--- src/sv/qcf_pkg.sv ---
// ============================================================================
// qcf_pkg
// Shared types, constants and helper functions for the quadratic curve
// flattener: point and piece formats, register indexes, state encoding.
// ============================================================================
`default_nettype none

package qcf_pkg;

   // Default parameter values for the top level.
   localparam int DEF_MAX_DEPTH = 6;
   localparam int DEF_FRAC_BITS = 8;

   // Fixed field widths.
   localparam int IN_W    = 16;
   localparam int COORD_W = 24;
   localparam int FLAT_W  = 16;
   localparam int CSR_IDX_W  = 3;
   localparam int CSR_DATA_W = 24;

   // Configuration register indexes.
   localparam logic [CSR_IDX_W-1:0] REG_SCALE_X  = 3'd0;
   localparam logic [CSR_IDX_W-1:0] REG_SCALE_Y  = 3'd1;
   localparam logic [CSR_IDX_W-1:0] REG_MOVE_X   = 3'd2;
   localparam logic [CSR_IDX_W-1:0] REG_MOVE_Y   = 3'd3;
   localparam logic [CSR_IDX_W-1:0] REG_FLATNESS = 3'd4;

   // Coordinate slots handled by the transform unit, in processing order.
   localparam int NUM_COORDS = 6;
   localparam int CIDX_W     = 3;
   localparam logic [CIDX_W-1:0] CI_BEG_X  = 3'd0;
   localparam logic [CIDX_W-1:0] CI_BEG_Y  = 3'd1;
   localparam logic [CIDX_W-1:0] CI_CTRL_X = 3'd2;
   localparam logic [CIDX_W-1:0] CI_CTRL_Y = 3'd3;
   localparam logic [CIDX_W-1:0] CI_END_X  = 3'd4;
   localparam logic [CIDX_W-1:0] CI_END_Y  = 3'd5;

   // Saturation limits of a transformed coordinate.
   localparam logic signed [COORD_W-1:0] COORD_MAX = 24'sh7FFFFF;
   localparam logic signed [COORD_W-1:0] COORD_MIN = 24'sh800000;

   typedef logic signed [COORD_W-1:0] coord_type;

   // A point, x in the upper half.
   typedef struct packed {
      coord_type x;
      coord_type y;
   } point_type;

   // One curve piece: start, control and end point.
   typedef struct packed {
      point_type b;
      point_type c;
      point_type e;
   } piece_type;

   // Input word as latched at acceptance.
   typedef struct packed {
      logic                 line;
      logic signed [IN_W-1:0] beg_x;
      logic signed [IN_W-1:0] beg_y;
      logic signed [IN_W-1:0] ctrl_x;
      logic signed [IN_W-1:0] ctrl_y;
      logic signed [IN_W-1:0] end_x;
      logic signed [IN_W-1:0] end_y;
   } req_type;

   // One emitted segment.
   typedef struct packed {
      point_type b;
      point_type e;
      logic      last;
   } seg_type;

   // Status of the subdivision engine toward the top level.
   typedef struct packed {
      logic idle;
      logic stack_empty;
   } walk_status_type;

   typedef enum logic [1:0] {
      ST_IDLE,
      ST_XFORM,
      ST_WORK,
      ST_POP
   } state_type;

   // Midpoint of two coordinates, rounded toward minus infinity.
   function automatic coord_type half_floor(input coord_type a, input coord_type b);
      logic signed [COORD_W:0] s;
      s = {a[COORD_W-1], a} + {b[COORD_W-1], b};
      return s[COORD_W:1];
   endfunction

   function automatic point_type mid_point(input point_type a, input point_type b);
      point_type m;
      m.x = half_floor(a.x, b.x);
      m.y = half_floor(a.y, b.y);
      return m;
   endfunction

endpackage

`default_nettype wire

--- src/sv/quadratic_curve_flattener_unit.sv ---
// ============================================================================
// quadratic_curve_flattener_unit
// Scales and offsets a line or quadratic curve and flattens the curve into
// line segments by depth-first midpoint subdivision.
// ============================================================================
// Usage:
//   req_*  : one word per line or curve; tuser = 1 for a straight line.
//   rsp_*  : one word per segment, in drawing order; tlast marks the last
//            segment of an item.
//   csr_*  : register writes, only while the block is idle.
// Operation: the transform unit shares one multiplier over the six
// coordinates of an item. The engine then either splits the current piece
// or emits it and, unless the item is finished, reads the next piece from
// the stack memory in ST_POP; a curve yields up to 64 segments at the
// default depth, a line yields one.
// One item is in work at a time; req_tready returns high once the last
// segment sits in the output register, so the next word can be taken while
// that segment still waits on rsp_tready.
// A stalled receiver holds the engine at its next emit; nothing is dropped.
// Reset clears the sequencer, the output valid and loads register defaults;
// the stack memory needs no clearing.
// ============================================================================
`default_nettype none

module quadratic_curve_flattener_unit
   import qcf_pkg::*;
#(
   parameter int MAX_DEPTH = DEF_MAX_DEPTH,
   parameter int FRAC_BITS = DEF_FRAC_BITS
) (
   input  wire logic                  clock,
   input  wire logic                  reset,
   // tdata: beg_x, beg_y, ctrl_x, ctrl_y, end_x, end_y
   input  wire logic                  req_tvalid,
   output logic                       req_tready,
   input  wire logic [95:0]           req_tdata,
   // tuser: operation
   input  wire logic                  req_tuser,
   // tdata: seg_beg_x, seg_beg_y, seg_end_x, seg_end_y
   output logic                       rsp_tvalid,
   input  wire logic                  rsp_tready,
   output logic [95:0]                rsp_tdata,
   output logic                       rsp_tlast,
   input  wire logic                  csr_wr_en,
   input  wire logic [CSR_IDX_W-1:0]  csr_index,
   input  wire logic [CSR_DATA_W-1:0] csr_wdata
);

   localparam int AW    = (MAX_DEPTH > 1) ? $clog2(MAX_DEPTH) : 1;
   localparam int LVL_W = $clog2(MAX_DEPTH + 1);
   localparam int CNT_W = $clog2(MAX_DEPTH + 1);

   logic signed [IN_W-1:0]    scale_x_ff, scale_y_ff;
   logic signed [COORD_W-1:0] move_x_ff, move_y_ff;
   logic [FLAT_W-1:0]         flatness_ff;
   req_type                   req_ff;
   logic                      req_fire;
   logic                      xf_done;
   piece_type                 xf_pts;
   logic                      wr_en, rd_en;
   logic [AW-1:0]             wr_addr, rd_addr;
   piece_type                 wr_piece, rd_piece;
   logic [LVL_W-1:0]          wr_level, rd_level;
   seg_type                   rsp_seg;
   walk_status_type           status;

   assign req_tready = status.idle;
   assign req_fire   = req_tvalid && req_tready;

   // Configuration registers.
   always_ff @(posedge clock) begin
      if (reset) begin
         scale_x_ff  <= IN_W'(1 << FRAC_BITS);
         scale_y_ff  <= IN_W'(1 << FRAC_BITS);
         move_x_ff   <= '0;
         move_y_ff   <= '0;
         flatness_ff <= FLAT_W'((1 << FRAC_BITS) >> 1);
      end else if (csr_wr_en) begin
         case (csr_index)
            REG_SCALE_X:  scale_x_ff  <= csr_wdata[IN_W-1:0];
            REG_SCALE_Y:  scale_y_ff  <= csr_wdata[IN_W-1:0];
            REG_MOVE_X:   move_x_ff   <= csr_wdata[COORD_W-1:0];
            REG_MOVE_Y:   move_y_ff   <= csr_wdata[COORD_W-1:0];
            REG_FLATNESS: flatness_ff <= csr_wdata[FLAT_W-1:0];
            default:      ;
         endcase
      end
   end

   // Input word latch.
   always_ff @(posedge clock) begin
      if (req_fire) begin
         req_ff.line   <= req_tuser;
         req_ff.beg_x  <= req_tdata[15:0];
         req_ff.beg_y  <= req_tdata[31:16];
         req_ff.ctrl_x <= req_tdata[47:32];
         req_ff.ctrl_y <= req_tdata[63:48];
         req_ff.end_x  <= req_tdata[79:64];
         req_ff.end_y  <= req_tdata[95:80];
      end
   end

   qcf_xform u_xform (
      .clock   (clock),
      .reset   (reset),
      .start   (req_fire),
      .req     (req_ff),
      .scale_x (scale_x_ff),
      .scale_y (scale_y_ff),
      .move_x  (move_x_ff),
      .move_y  (move_y_ff),
      .done    (xf_done),
      .pts     (xf_pts)
   );

   qcf_stack #(
      .DEPTH (MAX_DEPTH),
      .AW    (AW),
      .LVL_W (LVL_W)
   ) u_stack (
      .clock    (clock),
      .wr_en    (wr_en),
      .wr_addr  (wr_addr),
      .wr_piece (wr_piece),
      .wr_level (wr_level),
      .rd_en    (rd_en),
      .rd_addr  (rd_addr),
      .rd_piece (rd_piece),
      .rd_level (rd_level)
   );

   qcf_walk #(
      .MAX_DEPTH (MAX_DEPTH),
      .AW        (AW),
      .LVL_W     (LVL_W),
      .CNT_W     (CNT_W)
   ) u_walk (
      .clock     (clock),
      .reset     (reset),
      .start     (req_fire),
      .line_op   (req_tuser),
      .xf_done   (xf_done),
      .xf_pts    (xf_pts),
      .flatness  (flatness_ff),
      .wr_en     (wr_en),
      .wr_addr   (wr_addr),
      .wr_piece  (wr_piece),
      .wr_level  (wr_level),
      .rd_en     (rd_en),
      .rd_addr   (rd_addr),
      .rd_piece  (rd_piece),
      .rd_level  (rd_level),
      .rsp_ready (rsp_tready),
      .rsp_valid (rsp_tvalid),
      .rsp_seg   (rsp_seg),
      .status    (status)
   );

   assign rsp_tdata = {rsp_seg.e.y, rsp_seg.e.x, rsp_seg.b.y, rsp_seg.b.x};
   assign rsp_tlast = rsp_seg.last;

   // The block is ready for a new word right after reset.
   a_ready_after_reset: assert property (@(posedge clock)
      reset |=> req_tready)
      else $error("input not ready after reset");

   // An accepted word keeps the input closed for at least the next cycle.
   a_one_item: assert property (@(posedge clock) disable iff (reset)
      req_fire |=> !req_tready)
      else $error("input accepted a second word while busy");

   // Every item leaves the deferred-piece stack empty.
   a_stack_empty_idle: assert property (@(posedge clock) disable iff (reset)
      req_tready |-> status.stack_empty)
      else $error("stack not empty while idle");

endmodule

`default_nettype wire

--- src/sv/qcf_xform.sv ---
// ============================================================================
// qcf_xform
// Scale and offset unit: one shared 16x16 multiplier handles the six input
// coordinates in turn, followed by an offset add and 24-bit saturation.
// ============================================================================
`default_nettype none

module qcf_xform
   import qcf_pkg::*;
(
   input  wire logic                      clock,
   input  wire logic                      reset,
   input  wire logic                      start,
   input  wire req_type                   req,
   input  wire logic signed [IN_W-1:0]    scale_x,
   input  wire logic signed [IN_W-1:0]    scale_y,
   input  wire logic signed [COORD_W-1:0] move_x,
   input  wire logic signed [COORD_W-1:0] move_y,
   output logic                           done,
   output piece_type                      pts
);

   logic                        run_ff, run_in;
   logic [CIDX_W-1:0]           cnt_ff, cnt_in;
   logic                        mvalid_ff;
   logic [CIDX_W-1:0]           widx_ff;
   logic signed [2*IN_W-1:0]    mul_ff, mul_in;
   logic signed [COORD_W-1:0]   mv_ff, mv_in;
   logic                        done_ff;
   coord_type                   res_ff [NUM_COORDS];
   logic signed [IN_W-1:0]      coord_sel;
   logic signed [IN_W-1:0]      scale_sel;
   logic signed [2*IN_W:0]      sum;
   coord_type                   sat;

   // Pick the coordinate of this step; even slots are x, odd slots are y.
   always_comb begin
      case (cnt_ff)
         CI_BEG_X:  coord_sel = req.beg_x;
         CI_BEG_Y:  coord_sel = req.beg_y;
         CI_CTRL_X: coord_sel = req.ctrl_x;
         CI_CTRL_Y: coord_sel = req.ctrl_y;
         CI_END_X:  coord_sel = req.end_x;
         CI_END_Y:  coord_sel = req.end_y;
         default:   coord_sel = '0;
      endcase
      scale_sel = cnt_ff[0] ? scale_y : scale_x;
      mul_in    = coord_sel * scale_sel;
      mv_in     = cnt_ff[0] ? move_y : move_x;
   end

   // Step counter: six multiply steps after each start.
   always_comb begin
      run_in = run_ff;
      cnt_in = cnt_ff;
      if (start) begin
         run_in = 1'b1;
         cnt_in = '0;
      end else if (run_ff) begin
         cnt_in = cnt_ff + 1'b1;
         if (cnt_ff == CI_END_Y) begin
            run_in = 1'b0;
         end
      end
   end

   always_ff @(posedge clock) begin
      if (reset) begin
         run_ff    <= 1'b0;
         cnt_ff    <= '0;
         mvalid_ff <= 1'b0;
         done_ff   <= 1'b0;
      end else begin
         run_ff    <= run_in;
         cnt_ff    <= cnt_in;
         mvalid_ff <= run_ff;
         done_ff   <= mvalid_ff && (widx_ff == CI_END_Y);
      end
   end

   // Product register stage.
   always_ff @(posedge clock) begin
      mul_ff  <= mul_in;
      mv_ff   <= mv_in;
      widx_ff <= cnt_ff;
   end

   // Offset add and clamp to the signed 24-bit range.
   always_comb begin
      sum = {mul_ff[2*IN_W-1], mul_ff}
          + {{(2*IN_W+1-COORD_W){mv_ff[COORD_W-1]}}, mv_ff};
      if (sum > $signed({{(2*IN_W+1-COORD_W){1'b0}}, COORD_MAX})) begin
         sat = COORD_MAX;
      end else if (sum < $signed({{(2*IN_W+1-COORD_W){1'b1}}, COORD_MIN})) begin
         sat = COORD_MIN;
      end else begin
         sat = sum[COORD_W-1:0];
      end
   end

   always_ff @(posedge clock) begin
      if (mvalid_ff) begin
         res_ff[widx_ff] <= sat;
      end
   end

   assign done    = done_ff;
   assign pts.b.x = res_ff[CI_BEG_X];
   assign pts.b.y = res_ff[CI_BEG_Y];
   assign pts.c.x = res_ff[CI_CTRL_X];
   assign pts.c.y = res_ff[CI_CTRL_Y];
   assign pts.e.x = res_ff[CI_END_X];
   assign pts.e.y = res_ff[CI_END_Y];

endmodule

`default_nettype wire

--- src/sv/qcf_stack.sv ---
// ============================================================================
// qcf_stack
// Deferred-piece memory: one write port and one read port with a registered
// read, holding the right halves awaiting subdivision and their levels.
// ============================================================================
`default_nettype none

module qcf_stack
   import qcf_pkg::*;
#(
   parameter int DEPTH = DEF_MAX_DEPTH,
   parameter int AW    = 3,
   parameter int LVL_W = 3
) (
   input  wire logic             clock,
   input  wire logic             wr_en,
   input  wire logic [AW-1:0]    wr_addr,
   input  wire piece_type        wr_piece,
   input  wire logic [LVL_W-1:0] wr_level,
   input  wire logic             rd_en,
   input  wire logic [AW-1:0]    rd_addr,
   output piece_type             rd_piece,
   output logic [LVL_W-1:0]      rd_level
);

   piece_type        piece_mem [DEPTH];
   logic [LVL_W-1:0] level_mem [DEPTH];

   // Write port.
   always_ff @(posedge clock) begin
      if (wr_en) begin
         piece_mem[wr_addr] <= wr_piece;
         level_mem[wr_addr] <= wr_level;
      end
   end

   // Read port, registered.
   always_ff @(posedge clock) begin
      if (rd_en) begin
         rd_piece <= piece_mem[rd_addr];
         rd_level <= level_mem[rd_addr];
      end
   end

endmodule

`default_nettype wire

--- src/sv/qcf_walk.sv ---
// ============================================================================
// qcf_walk
// Subdivision engine: runs the depth-first midpoint split of one curve,
// pushing right halves to the stack memory and loading the output register
// with each piece that is flat, a line, or at the depth or stack limit.
// ============================================================================
`default_nettype none

module qcf_walk
   import qcf_pkg::*;
#(
   parameter int MAX_DEPTH = DEF_MAX_DEPTH,
   parameter int AW        = 3,
   parameter int LVL_W     = 3,
   parameter int CNT_W     = 3
) (
   input  wire logic              clock,
   input  wire logic              reset,
   input  wire logic              start,
   input  wire logic              line_op,
   input  wire logic              xf_done,
   input  wire piece_type         xf_pts,
   input  wire logic [FLAT_W-1:0] flatness,
   output logic                   wr_en,
   output logic [AW-1:0]          wr_addr,
   output piece_type              wr_piece,
   output logic [LVL_W-1:0]       wr_level,
   output logic                   rd_en,
   output logic [AW-1:0]          rd_addr,
   input  wire piece_type         rd_piece,
   input  wire logic [LVL_W-1:0]  rd_level,
   input  wire logic              rsp_ready,
   output logic                   rsp_valid,
   output seg_type                rsp_seg,
   output walk_status_type        status
);

   state_type              state_ff, state_in;
   point_type              b_ff, c_ff, e_ff;
   logic [LVL_W-1:0]       level_ff;
   logic                   line_ff;
   logic [CNT_W-1:0]       sp_ff;
   logic [MAX_DEPTH-1:0]   nseg_ff;
   logic                   out_valid_ff;
   seg_type                out_seg_ff;

   point_type              chord_mid, c0, c1, pv;
   logic signed [COORD_W:0] dx, dy;
   logic [COORD_W:0]       adx, ady;
   logic [COORD_W+1:0]     man_dist;
   logic                   flat;
   logic                   emit_now;
   logic                   out_free;
   logic                   finish;
   logic                   do_emit, do_split, do_load_xf, do_load_pop;

   // Flatness test: Manhattan distance from control point to chord midpoint.
   always_comb begin
      chord_mid = mid_point(b_ff, e_ff);
      dx   = {c_ff.x[COORD_W-1], c_ff.x} - {chord_mid.x[COORD_W-1], chord_mid.x};
      dy   = {c_ff.y[COORD_W-1], c_ff.y} - {chord_mid.y[COORD_W-1], chord_mid.y};
      adx  = dx[COORD_W] ? (COORD_W+1)'(0) - dx : dx;
      ady  = dy[COORD_W] ? (COORD_W+1)'(0) - dy : dy;
      man_dist = {1'b0, adx} + {1'b0, ady};
      flat = man_dist <= {{(COORD_W+2-FLAT_W){1'b0}}, flatness};
   end

   // Split of the current piece into left and right halves.
   always_comb begin
      c0 = mid_point(b_ff, c_ff);
      c1 = mid_point(c_ff, e_ff);
      pv = mid_point(c0, c1);
   end

   assign emit_now = line_ff
                  || (level_ff >= LVL_W'(MAX_DEPTH))
                  || (sp_ff >= CNT_W'(MAX_DEPTH))
                  || flat;
   assign out_free = !out_valid_ff || rsp_ready;
   assign finish   = (sp_ff == '0) || (&nseg_ff);

   // Next state.
   always_comb begin
      state_in = state_ff;
      case (state_ff)
         ST_IDLE: begin
            if (start) state_in = ST_XFORM;
         end
         ST_XFORM: begin
            if (xf_done) state_in = ST_WORK;
         end
         ST_WORK: begin
            if (emit_now && out_free) begin
               state_in = finish ? ST_IDLE : ST_POP;
            end
         end
         ST_POP: begin
            state_in = ST_WORK;
         end
         default: state_in = ST_IDLE;
      endcase
   end

   // Control outputs of the sequencer.
   always_comb begin
      do_emit     = 1'b0;
      do_split    = 1'b0;
      do_load_xf  = 1'b0;
      do_load_pop = 1'b0;
      case (state_ff)
         ST_IDLE:  ;
         ST_XFORM: do_load_xf = xf_done;
         ST_WORK: begin
            do_emit  = emit_now && out_free;
            do_split = !emit_now;
         end
         ST_POP:   do_load_pop = 1'b1;
         default:  ;
      endcase
      wr_en = do_split;
      rd_en = do_emit && !finish;
   end

   // Stack ports: push at the count, pop from one below it.
   assign wr_addr    = sp_ff[AW-1:0];
   assign wr_piece.b = pv;
   assign wr_piece.c = c1;
   assign wr_piece.e = e_ff;
   assign wr_level   = level_ff + 1'b1;
   assign rd_addr    = AW'(sp_ff - 1'b1);

   // Control registers.
   always_ff @(posedge clock) begin
      if (reset) begin
         state_ff     <= ST_IDLE;
         sp_ff        <= '0;
         out_valid_ff <= 1'b0;
      end else begin
         state_ff <= state_in;
         if (do_load_xf) begin
            sp_ff <= '0;
         end else if (do_split) begin
            sp_ff <= sp_ff + 1'b1;
         end else if (rd_en) begin
            sp_ff <= sp_ff - 1'b1;
         end
         if (do_emit) begin
            out_valid_ff <= 1'b1;
         end else if (rsp_ready) begin
            out_valid_ff <= 1'b0;
         end
      end
   end

   // Current piece, level and segment count.
   always_ff @(posedge clock) begin
      if (start && state_ff == ST_IDLE) begin
         line_ff <= line_op;
      end
      if (do_load_xf) begin
         b_ff     <= xf_pts.b;
         c_ff     <= xf_pts.c;
         e_ff     <= xf_pts.e;
         level_ff <= '0;
         nseg_ff  <= '0;
      end else if (do_load_pop) begin
         b_ff     <= rd_piece.b;
         c_ff     <= rd_piece.c;
         e_ff     <= rd_piece.e;
         level_ff <= rd_level;
      end else if (do_split) begin
         c_ff     <= c0;
         e_ff     <= pv;
         level_ff <= level_ff + 1'b1;
      end
      if (do_emit) begin
         nseg_ff         <= nseg_ff + 1'b1;
         out_seg_ff.b    <= b_ff;
         out_seg_ff.e    <= e_ff;
         out_seg_ff.last <= (sp_ff == '0);
      end
   end

   assign rsp_valid          = out_valid_ff;
   assign rsp_seg            = out_seg_ff;
   assign status.idle        = (state_ff == ST_IDLE);
   assign status.stack_empty = (sp_ff == '0);

endmodule

`default_nettype wire
--- config.mk ---
export PLATFORM = sky130hd
export DESIGN_NAME = quadratic_curve_flattener_unit
export DESIGN_NICKNAME = d
export VERILOG_FILES = /design/src/sv/qcf_pkg.sv /design/src/sv/quadratic_curve_flattener_unit.sv /design/src/sv/qcf_xform.sv /design/src/sv/qcf_stack.sv /design/src/sv/qcf_walk.sv
export SDC_FILE = /design/constraint.sdc
export NUM_CORES = 2
export LEC_CHECK = 0
export BUFFER_PORTS_ARGS = -buffer_cell sky130_fd_sc_hd__buf_4
export CAP_MARGIN = 10
export CELL_PAD_IN_SITES_DETAIL_PLACEMENT = 2
export CELL_PAD_IN_SITES_GLOBAL_PLACEMENT = 2
export CORE_MARGIN = 10
export CORE_UTILIZATION = 41
export CTS_CLUSTER_DIAMETER = 50
export CTS_CLUSTER_SIZE = 28
export DETAILED_ROUTE_END_ITERATION = 12
export PLACE_DENSITY = 0.81
export RECOVER_POWER = 100
export SLEW_MARGIN = 20
export SYNTH_ARGS = -nofsm -noshare
export SYNTH_HDL_FRONTEND = slang
export SYNTH_SLANG_ARGS = --single-unit
--- constraint.sdc ---
create_clock -name clock -period 24.4 [get_ports clock]
set_input_delay 3.66 -clock clock [delete_from_list [all_inputs] [get_ports clock]]
set_output_delay 3.66 -clock clock [all_outputs]
set_load 0.005 [all_outputs]
# Word-level counts from Yosys, hierarchy flattened
# Memory sizes are Yosys's and may differ from the RTL's. A register that Yosys moved wholly into a read port is not among the register bits.
# Cells that the tools add are included.
# word_totals
n_memories	3
inputBits	129
ram_bits	1026
ff_bits	514
out_inout_bits	99
# op_classes
n_eq_ne	16
n_lt_le_gt_ge	5
muxes	39
n_reduce_logical	32
mul	1
addsub	19
# mem_list
name	depth	width	rd	rd_clocked_by_memory_dff	write_ports	line_no	rtl
u_stack.piece_mem	6	144	1	1	1	qcf_stack.sv:26	piece_type piece_mem [DEPTH];
u_xform.res_ff	6	24	6	0	1	qcf_xform.sv:30	coord_type res_ff [NUM_COORDS];
u_stack.level_mem	6	3	1	1	1	qcf_stack.sv:27	logic [LVL_W-1:0] level_mem [DEPTH];
# ops
cell	n
48-bit two-way mux	8
24-bit by 24-bit adder with 25-bit output	8
16-bit case mux with 6 select lines	1
24-bit two-way mux	3
25-bit two-way mux	2
1-bit by 25-bit subtractor with 25-bit output, first input constant	2
24-bit by 24-bit subtractor with 25-bit output	2
32-bit by 24-bit adder with 33-bit output	1
33-bit by 24-bit > comparator with 1-bit output, second input constant	1
33-bit by 24-bit less-than comparator with 1-bit output, second input constant	1
16-bit by 16-bit multiplier with 32-bit output	1
25-bit by 25-bit adder with 26-bit output	1
26-bit by 16-bit <= comparator with 1-bit output	1
16-bit two-way mux	1
1-bit two-way mux	13
3-bit by 2-bit equality test with 1-bit output, second input constant	4
3-bit equality test, second input constant	4
3-bit two-way mux	4
6-bit two-way mux	2
2-bit AND reduction	5
2-bit nonzero test	5
3-bit by 1-bit adder with 3-bit output, second input constant	3
3-bit logical NOT	3
2-bit two-way mux	4
other kinds (17)	32

# Logic depth before layout (Yosys ltp)
# logic_depth
word_depth	12
mapped_depth	45
ltp_nobuf	44

# By module
# Synthesis repeated with hierarchy kept, for this count alone.
# hier_totals
hier_cells	6900
area_unflattened_um2	88600.0
# modules_own_cells
module	seq_area_each_um2	n_inst	area_per_inst_um2	cells_each
qcf_stack	30899.6	1	38814.7	1872
qcf_walk	7627.3	1	24204.5	2822
qcf_xform	5625.4	1	18824.3	1761
quadratic_curve_flattener_unit	4834.6	1	6756.5	445

# Worst setup path after synthesis
# No wires, ideal clock.
# synth_timing
path_kind	reg-to-reg
start	register u_walk.e_ff (netlist bit u_walk.wr_piece[1])
end	memory u_stack.level_mem[0][0], enable pin
setup_time_ps	1015
synth_period_minus_slack_ps	22689
setup_slack_ps	1711
n_path_buf	2
path_stages_with_launch	43
t_arrival_ps	21673
cell_sequence	edfxtp_1 -> inv_1 -> fa_1 -> nor2b_1 -> o21ai_0 -> a21boi_0 -> o21ai_0 -> a311oi_1 -> nor2_1 -> a2111oi_0 -> o31ai_1 -> a21oi_1 -> xnor2_1 -> ha_1 -> clkbuf_1 -> o21ai_0 -> nand2b_1 -> a21boi_0 -> [... 7 more ...] -> or3_1 -> o22ai_1 -> o21bai_1 -> a21oi_1 -> o21ai_0 -> a21o_1 -> a21oi_1 -> xnor2_1 -> ha_1 -> nand2_1 -> nor2_1 -> o21ai_0 -> o21ai_0 -> o21ai_0 -> nor4b_1 -> a31oi_1 -> nand2_1 -> nor4_1
# synth_via
elab_chain_cells	11
# synth_rtl
item	line_no	rtl
start, declared	qcf_walk.sv:39	point_type b_ff, c_ff, e_ff;
start signal, assigned	qcf_walk.sv:163	e_ff <= xf_pts.e;
start signal, assigned	qcf_walk.sv:169	e_ff <= rd_piece.e;
start signal, assigned	qcf_walk.sv:173	e_ff <= pv;
24-bit by 24-bit adder with 25-bit output (*)	qcf_pkg.sv:91	s = {a[COORD_W-1], a} + {b[COORD_W-1], b};
24-bit by 24-bit subtractor with 25-bit output (*)	qcf_walk.sv:61	dy = {c_ff.y[COORD_W-1], c_ff.y} - {chord_mid.y[COORD_W-1], chord_mid.y};
1-bit by 25-bit subtractor with 25-bit output	qcf_walk.sv:63	ady = dy[COORD_W] ? (COORD_W+1)'(0) - dy : dy;
25-bit two-way mux (*)	qcf_walk.sv:63	
25-bit by 25-bit adder with 26-bit output (*)	qcf_walk.sv:64	man_dist = {1'b0, adx} + {1'b0, ady};
26-bit by 16-bit <= comparator with 1-bit output (*)	qcf_walk.sv:65	flat = man_dist <= {{(COORD_W+2-FLAT_W){1'b0}}, flatness};
1-bit logical OR (*)	qcf_walk.sv:78	|| flat;
1-bit logical NOT (*)	qcf_walk.sv:115	do_split = !emit_now;
1-bit two-way mux (*)	qcf_walk.sv:110	case (state_ff)
1-bit two-way mux (*)	qcf_stack.sv:31	if (wr_en) begin
1-bit two-way mux (not written as such) (*)	qcf_stack.sv:33	level_mem[wr_addr] <= wr_level;
end, declared	qcf_stack.sv:27	
# Every way passes the cells marked *; elsewhere a longest branch is shown, timed or not.

# Final worst setup path
# layout_timing
start	register u_walk.e_ff (netlist bit u_walk.wr_piece[30])
end	memory u_stack.piece_mem[0][132] (netlist bit), enable pin
# layout_via
elab_chain_cells	11
# layout_rtl
item	line_no	rtl
24-bit by 24-bit adder with 25-bit output (*)	qcf_pkg.sv:91	
24-bit by 24-bit subtractor with 25-bit output (*)	qcf_walk.sv:60	dx = {c_ff.x[COORD_W-1], c_ff.x} - {chord_mid.x[COORD_W-1], chord_mid.x};
1-bit by 25-bit subtractor with 25-bit output	qcf_walk.sv:62	adx = dx[COORD_W] ? (COORD_W+1)'(0) - dx : dx;
25-bit two-way mux (*)	qcf_walk.sv:62	
25-bit by 25-bit adder with 26-bit output (*)	qcf_walk.sv:64	
26-bit by 16-bit <= comparator with 1-bit output (*)	qcf_walk.sv:65	
1-bit logical OR (*)	qcf_walk.sv:78	
1-bit logical NOT (*)	qcf_walk.sv:115	
1-bit two-way mux (*)	qcf_walk.sv:110	
1-bit two-way mux (*)	qcf_stack.sv:31	
1-bit two-way mux (not written as such) (*)	qcf_stack.sv:32	piece_mem[wr_addr] <= wr_piece;
end, declared	qcf_stack.sv:26	
# Marks and branches as above.

==> flow_summary_export.csv <==
group,metric,value,unit
timing,setup_viol,0,
power_and_ir_drop,power.total,7.09,mW
clocking,tritoncts,"yes",
synth,syn_nets,7446,
final_layout,layout-drive-gt1-share,0.110,
drt,routed_via_density,5.95,
critical_path,slowest_delay,3250,ps
global_routing,grt_first_pass_wirelength,462,mm
power_and_ir_drop,internal-power,5.08,mW
timing,worst_slew_margin_rel,-5.40,
final_layout,layout.nets,7715,
power_and_ir_drop,worst_ir_drop_vdd,75.7,µV
synth,avg_synthesized_cell_area,12.8,µm²
power_and_ir_drop,cellLeakagePower,34.0,nW
placement,gp_congestion,0.880,
clocking,cts_buffers,188,
timing,tightest_slew,9600,ps
power_and_ir_drop,power_density,73.2,nW/µm²
floorplanning,fp.dieH,476,µm
critical_path,ff2ff_setup_slack,6170,ps
synth,synth_sequential_area_ratio,0.574,
final_layout,final_cell_area,96800,µm²
timing,grt_setup_unrepaired,"no",
placement,port_buffers,227,
power_and_ir_drop,power_frac_clock,0.440,
drt,detail_route.wl_per_cell,31.6,µm
placement,total_placed_instance_area,90600,µm²
floorplanning,cell_rows,167,
power_and_ir_drop,power.switching_fraction,0.284,
clocking,clkLatencyLatePin,900,ps
floorplanning,i_o_pins,228,
clocking,clk_path_buf_depth,3,
final_layout,instances_no_fill,9871,
power_and_ir_drop,combPwrFrac,0.104,
synth,synthFlopType,"sky130_fd_sc_hd__edfxtp_1",
timing,timing.clock.skew,91.7,ps
global_routing,global_route.usage.total,0.269,
critical_path,crit_required,24890,ps
clocking,cts_hold_buf,0,
clocking,cts_resized,0,
drt,drtPass1Iterations,6,
run,drv_cap,61,
synth,netlist_area,85300,µm²
critical_path,cp_common_cell,"sky130_fd_sc_hd__o21ai_0",
timing,timing.final.crit_share,0.747,
global_routing,grt_max_degree,171,
clocking,post-cts-setup-buffers,0,
clocking,max_h_tree_level,4,
power_and_ir_drop,net-switching-power,2.01,mW
power_and_ir_drop,pwr-share-seq,0.456,
critical_path,critical_path_fanout_max,54,
timing,achievable-frequency,54.8,MHz
synth,yosys_warnings,0,
timing,post-route-worst-setup-slack,6170,ps
floorplanning,floorplan.initialDensity,0.412,
status,failing_checks,"max-capacitance violations, max-slew violations",
placement,pre_cts_slack,11060,ps
critical_path,critical_path_arrival,18720,ps
critical_path,worst_path_max_delay_cell,"sky130_fd_sc_hd__clkbuf_1",
clocking,cell_at_the_root_of_the_clock_tree,"sky130_fd_sc_hd__clkbuf_16",
drt,remaining_drc_errors,0,
floorplanning,floorplan.core_area,207000,µm²
drt,route.final.wire_length,312,mm
clocking,numClockSinks,1687,
global_routing,grt.overflow.total,0,
timing,period_minus_slack,18230,ps
synth,synth_cells,6643,
global_routing,grt_pass1_vias,67097,
placement,post-place-cells,9509,
drt,drt_iter0_markers,5047,
drt,antenna_left,0,
worst_hold_path,worst_hold_path_type,"flop to flop",
critical_path,timing.critical_path.to_type,"flop",
global_routing,antenna_found_initial,11,
clocking,clk_transition_reported_paths,70,ps
synth,synth_seq_cells,1687,
timing,finalHoldViolCount,0,
timing,totalNegativeSetupSlack,0,ps
timing,slew_violations,2066,
synth,synth_edf_count,1517,
critical_path,startpoint_type,"flop",
status,run_status,"complete, but fails checks",
critical_path,setup.worst_path.class,"flop to flop",
placement,dp_hpwl,207,mm
floorplanning,dieArea,227000,µm²
drt,route.vias.total,58697,
floorplanning,die-width,476,µm
final_layout,syn_to_final_growth,13.4,%
synth,synth.distinct_cells,93,
synth,postSynth.asyncResetShare,0,
## power by group through the flow
stage               Sequential [mW]  Clock, mW  Combinational [mW]
global route                   3.24       3.27               0.776
CTS                            3.23       3.15               0.750
finish                         3.23       3.12               0.736
global placement               3.29          0               0.699
floorplan                      3.28          0               0.371
detailed placement             3.29          0               0.739
## kinds of logic after synthesis
| group | after synthesis | share of synthesized area |
|---|---|---|
| fa+ha+maj | 674 | 0.123 |
| mux | 361 | 0.0647 |
| simple gates | 1761 | 0.0886 |
| xor+xnor | 330 | 0.0339 |
| flops | 1687 | 0.574 |
| compound gates | 1245 | 0.0904 |
| buf+inv | 585 | 0.0259 |
## synth_stat cells, types with 13 or more instances
library cell               instances  share of area
sky130_fd_sc_hd__edfxtp_1       1517           0.53
sky130_fd_sc_hd__nand2_1         953          0.042
sky130_fd_sc_hd__ha_1            400          0.059
sky130_fd_sc_hd__nor2_1          398          0.018
sky130_fd_sc_hd__a21oi_1         382          0.022
sky130_fd_sc_hd__inv_1           355          0.016
sky130_fd_sc_hd__o21ai_0         319          0.019
sky130_fd_sc_hd__fa_1            274          0.064
sky130_fd_sc_hd__xnor2_1         221          0.023
sky130_fd_sc_hd__clkbuf_1        203         0.0089
sky130_fd_sc_hd__dfxtp_1         170          0.040
sky130_fd_sc_hd__mux2i_1         164          0.019
sky130_fd_sc_hd__mux4_2          147          0.039
sky130_fd_sc_hd__a31oi_1         111         0.0081
sky130_fd_sc_hd__xor2_1          109          0.011
sky130_fd_sc_hd__a21o_1           92         0.0081
sky130_fd_sc_hd__nor3_1           67         0.0039
sky130_fd_sc_hd__nand3_1          66         0.0039
sky130_fd_sc_hd__o21a_1           64         0.0056
sky130_fd_sc_hd__nand2b_1         55         0.0040
sky130_fd_sc_hd__mux2_2           49         0.0065
sky130_fd_sc_hd__nor2b_1          47         0.0034
sky130_fd_sc_hd__and3_1           36         0.0026
sky130_fd_sc_hd__and2_1           27         0.0020
sky130_fd_sc_hd__o21bai_1         27         0.0024
sky130_fd_sc_hd__a22oi_1          23         0.0020
sky130_fd_sc_hd__o31ai_1          23         0.0020
sky130_fd_sc_hd__buf_1            22        0.00097
sky130_fd_sc_hd__nand4_1          20         0.0015
sky130_fd_sc_hd__o211ai_1         19         0.0017
sky130_fd_sc_hd__o21ai_1          19         0.0011
sky130_fd_sc_hd__or2_2            19         0.0014
sky130_fd_sc_hd__nor4_1           17         0.0012
sky130_fd_sc_hd__a211oi_1         16         0.0014
sky130_fd_sc_hd__a222oi_1         15         0.0018
sky130_fd_sc_hd__or3_1            13        0.00095
## final cells by class
cell class,count,area (µm²)
clock inverter,153,2060
multi-input combinational,4371,34200
antenna,6,15.0
inverter,356,1340
clock buffer,202,4790
sequential,1687,49000
tap,2788,3490
fill,20247,110000
timing repair buffer,308,1970
## final timing paths
check	from	end	depth (start not counted)
max	u_walk.wr_piece[30]	u_stack.piece_mem[0][132]	45
min	u_xform.cnt_ff[1]	u_xform.widx_ff[1]	0
max reg2reg	u_walk.wr_piece[30]	u_stack.piece_mem[0][132]	45
min reg2reg	u_xform.cnt_ff[1]	u_xform.widx_ff[1]	0
## metal layers
layer,track usage,up-vias,share of wire
met3,0.0466,728,0.056
li1,-,24801,-
met2,0.470,2049,0.50
met1,0.322,31113,0.39
met4,0.128,6,0.053
met5,0,-,0.00014
## stage by stage
stage                      util  hold WS (ps)
after floorplan               -           329
after global placement    0.437           404
after detailed placement  0.437           412
after CTS                 0.470           417
after global routing      0.467           425
final                     0.467           415
## state kept, by name, summed over array words and instances (netlist names), 48 cells and up
signal	count
u_walk.c_ff	48
u_xform.res_ff	144
req_ff	96
u_walk.rsp_seg	97
u_stack.rd_piece	144
u_walk.b_ff	48
u_stack.piece_mem	864
u_walk.wr_piece	48
## cell usage in the layout (no fill, tap or decap), types with 27 or more instances in the layout
cell,n
sky130_fd_sc_hd__nand3_1,66
sky130_fd_sc_hd__o21ai_0,325
sky130_fd_sc_hd__ha_1,400
sky130_fd_sc_hd__mux4_2,147
sky130_fd_sc_hd__nor3_1,67
sky130_fd_sc_hd__nor2b_1,47
sky130_fd_sc_hd__a31oi_1,111
sky130_fd_sc_hd__o21bai_1,27
sky130_fd_sc_hd__mux2_2,42
sky130_fd_sc_hd__a21oi_1,382
sky130_fd_sc_hd__clkbuf_16,189
sky130_fd_sc_hd__clkbuf_4,134
sky130_fd_sc_hd__dfxtp_1,170
sky130_fd_sc_hd__mux2i_1,165
sky130_fd_sc_hd__xor2_1,109
sky130_fd_sc_hd__nand2b_1,55
sky130_fd_sc_hd__o21a_1,64
sky130_fd_sc_hd__and3_1,35
sky130_fd_sc_hd__edfxtp_1,1517
sky130_fd_sc_hd__clkbuf_1,119
sky130_fd_sc_hd__inv_1,354
sky130_fd_sc_hd__xnor2_1,220
sky130_fd_sc_hd__fa_1,274
sky130_fd_sc_hd__nor2_1,396
sky130_fd_sc_hd__a21o_1,92
sky130_fd_sc_hd__buf_4,62
sky130_fd_sc_hd__nand2_1,952
## worst max-delay path, delay by kind of cell, from the launching register on
family / cells / cell delay [ps]
buffers and inverters: 3 / 7140
AOI/OAI and AO/OA: 25 / 6060
and+or+nand+nor: 10 / 1890
adders and majority gates: 4 / 1440
xor gates and xnor gates: 3 / 580
DFF: 1 / 570
Power figures use the tool's default switching activity.
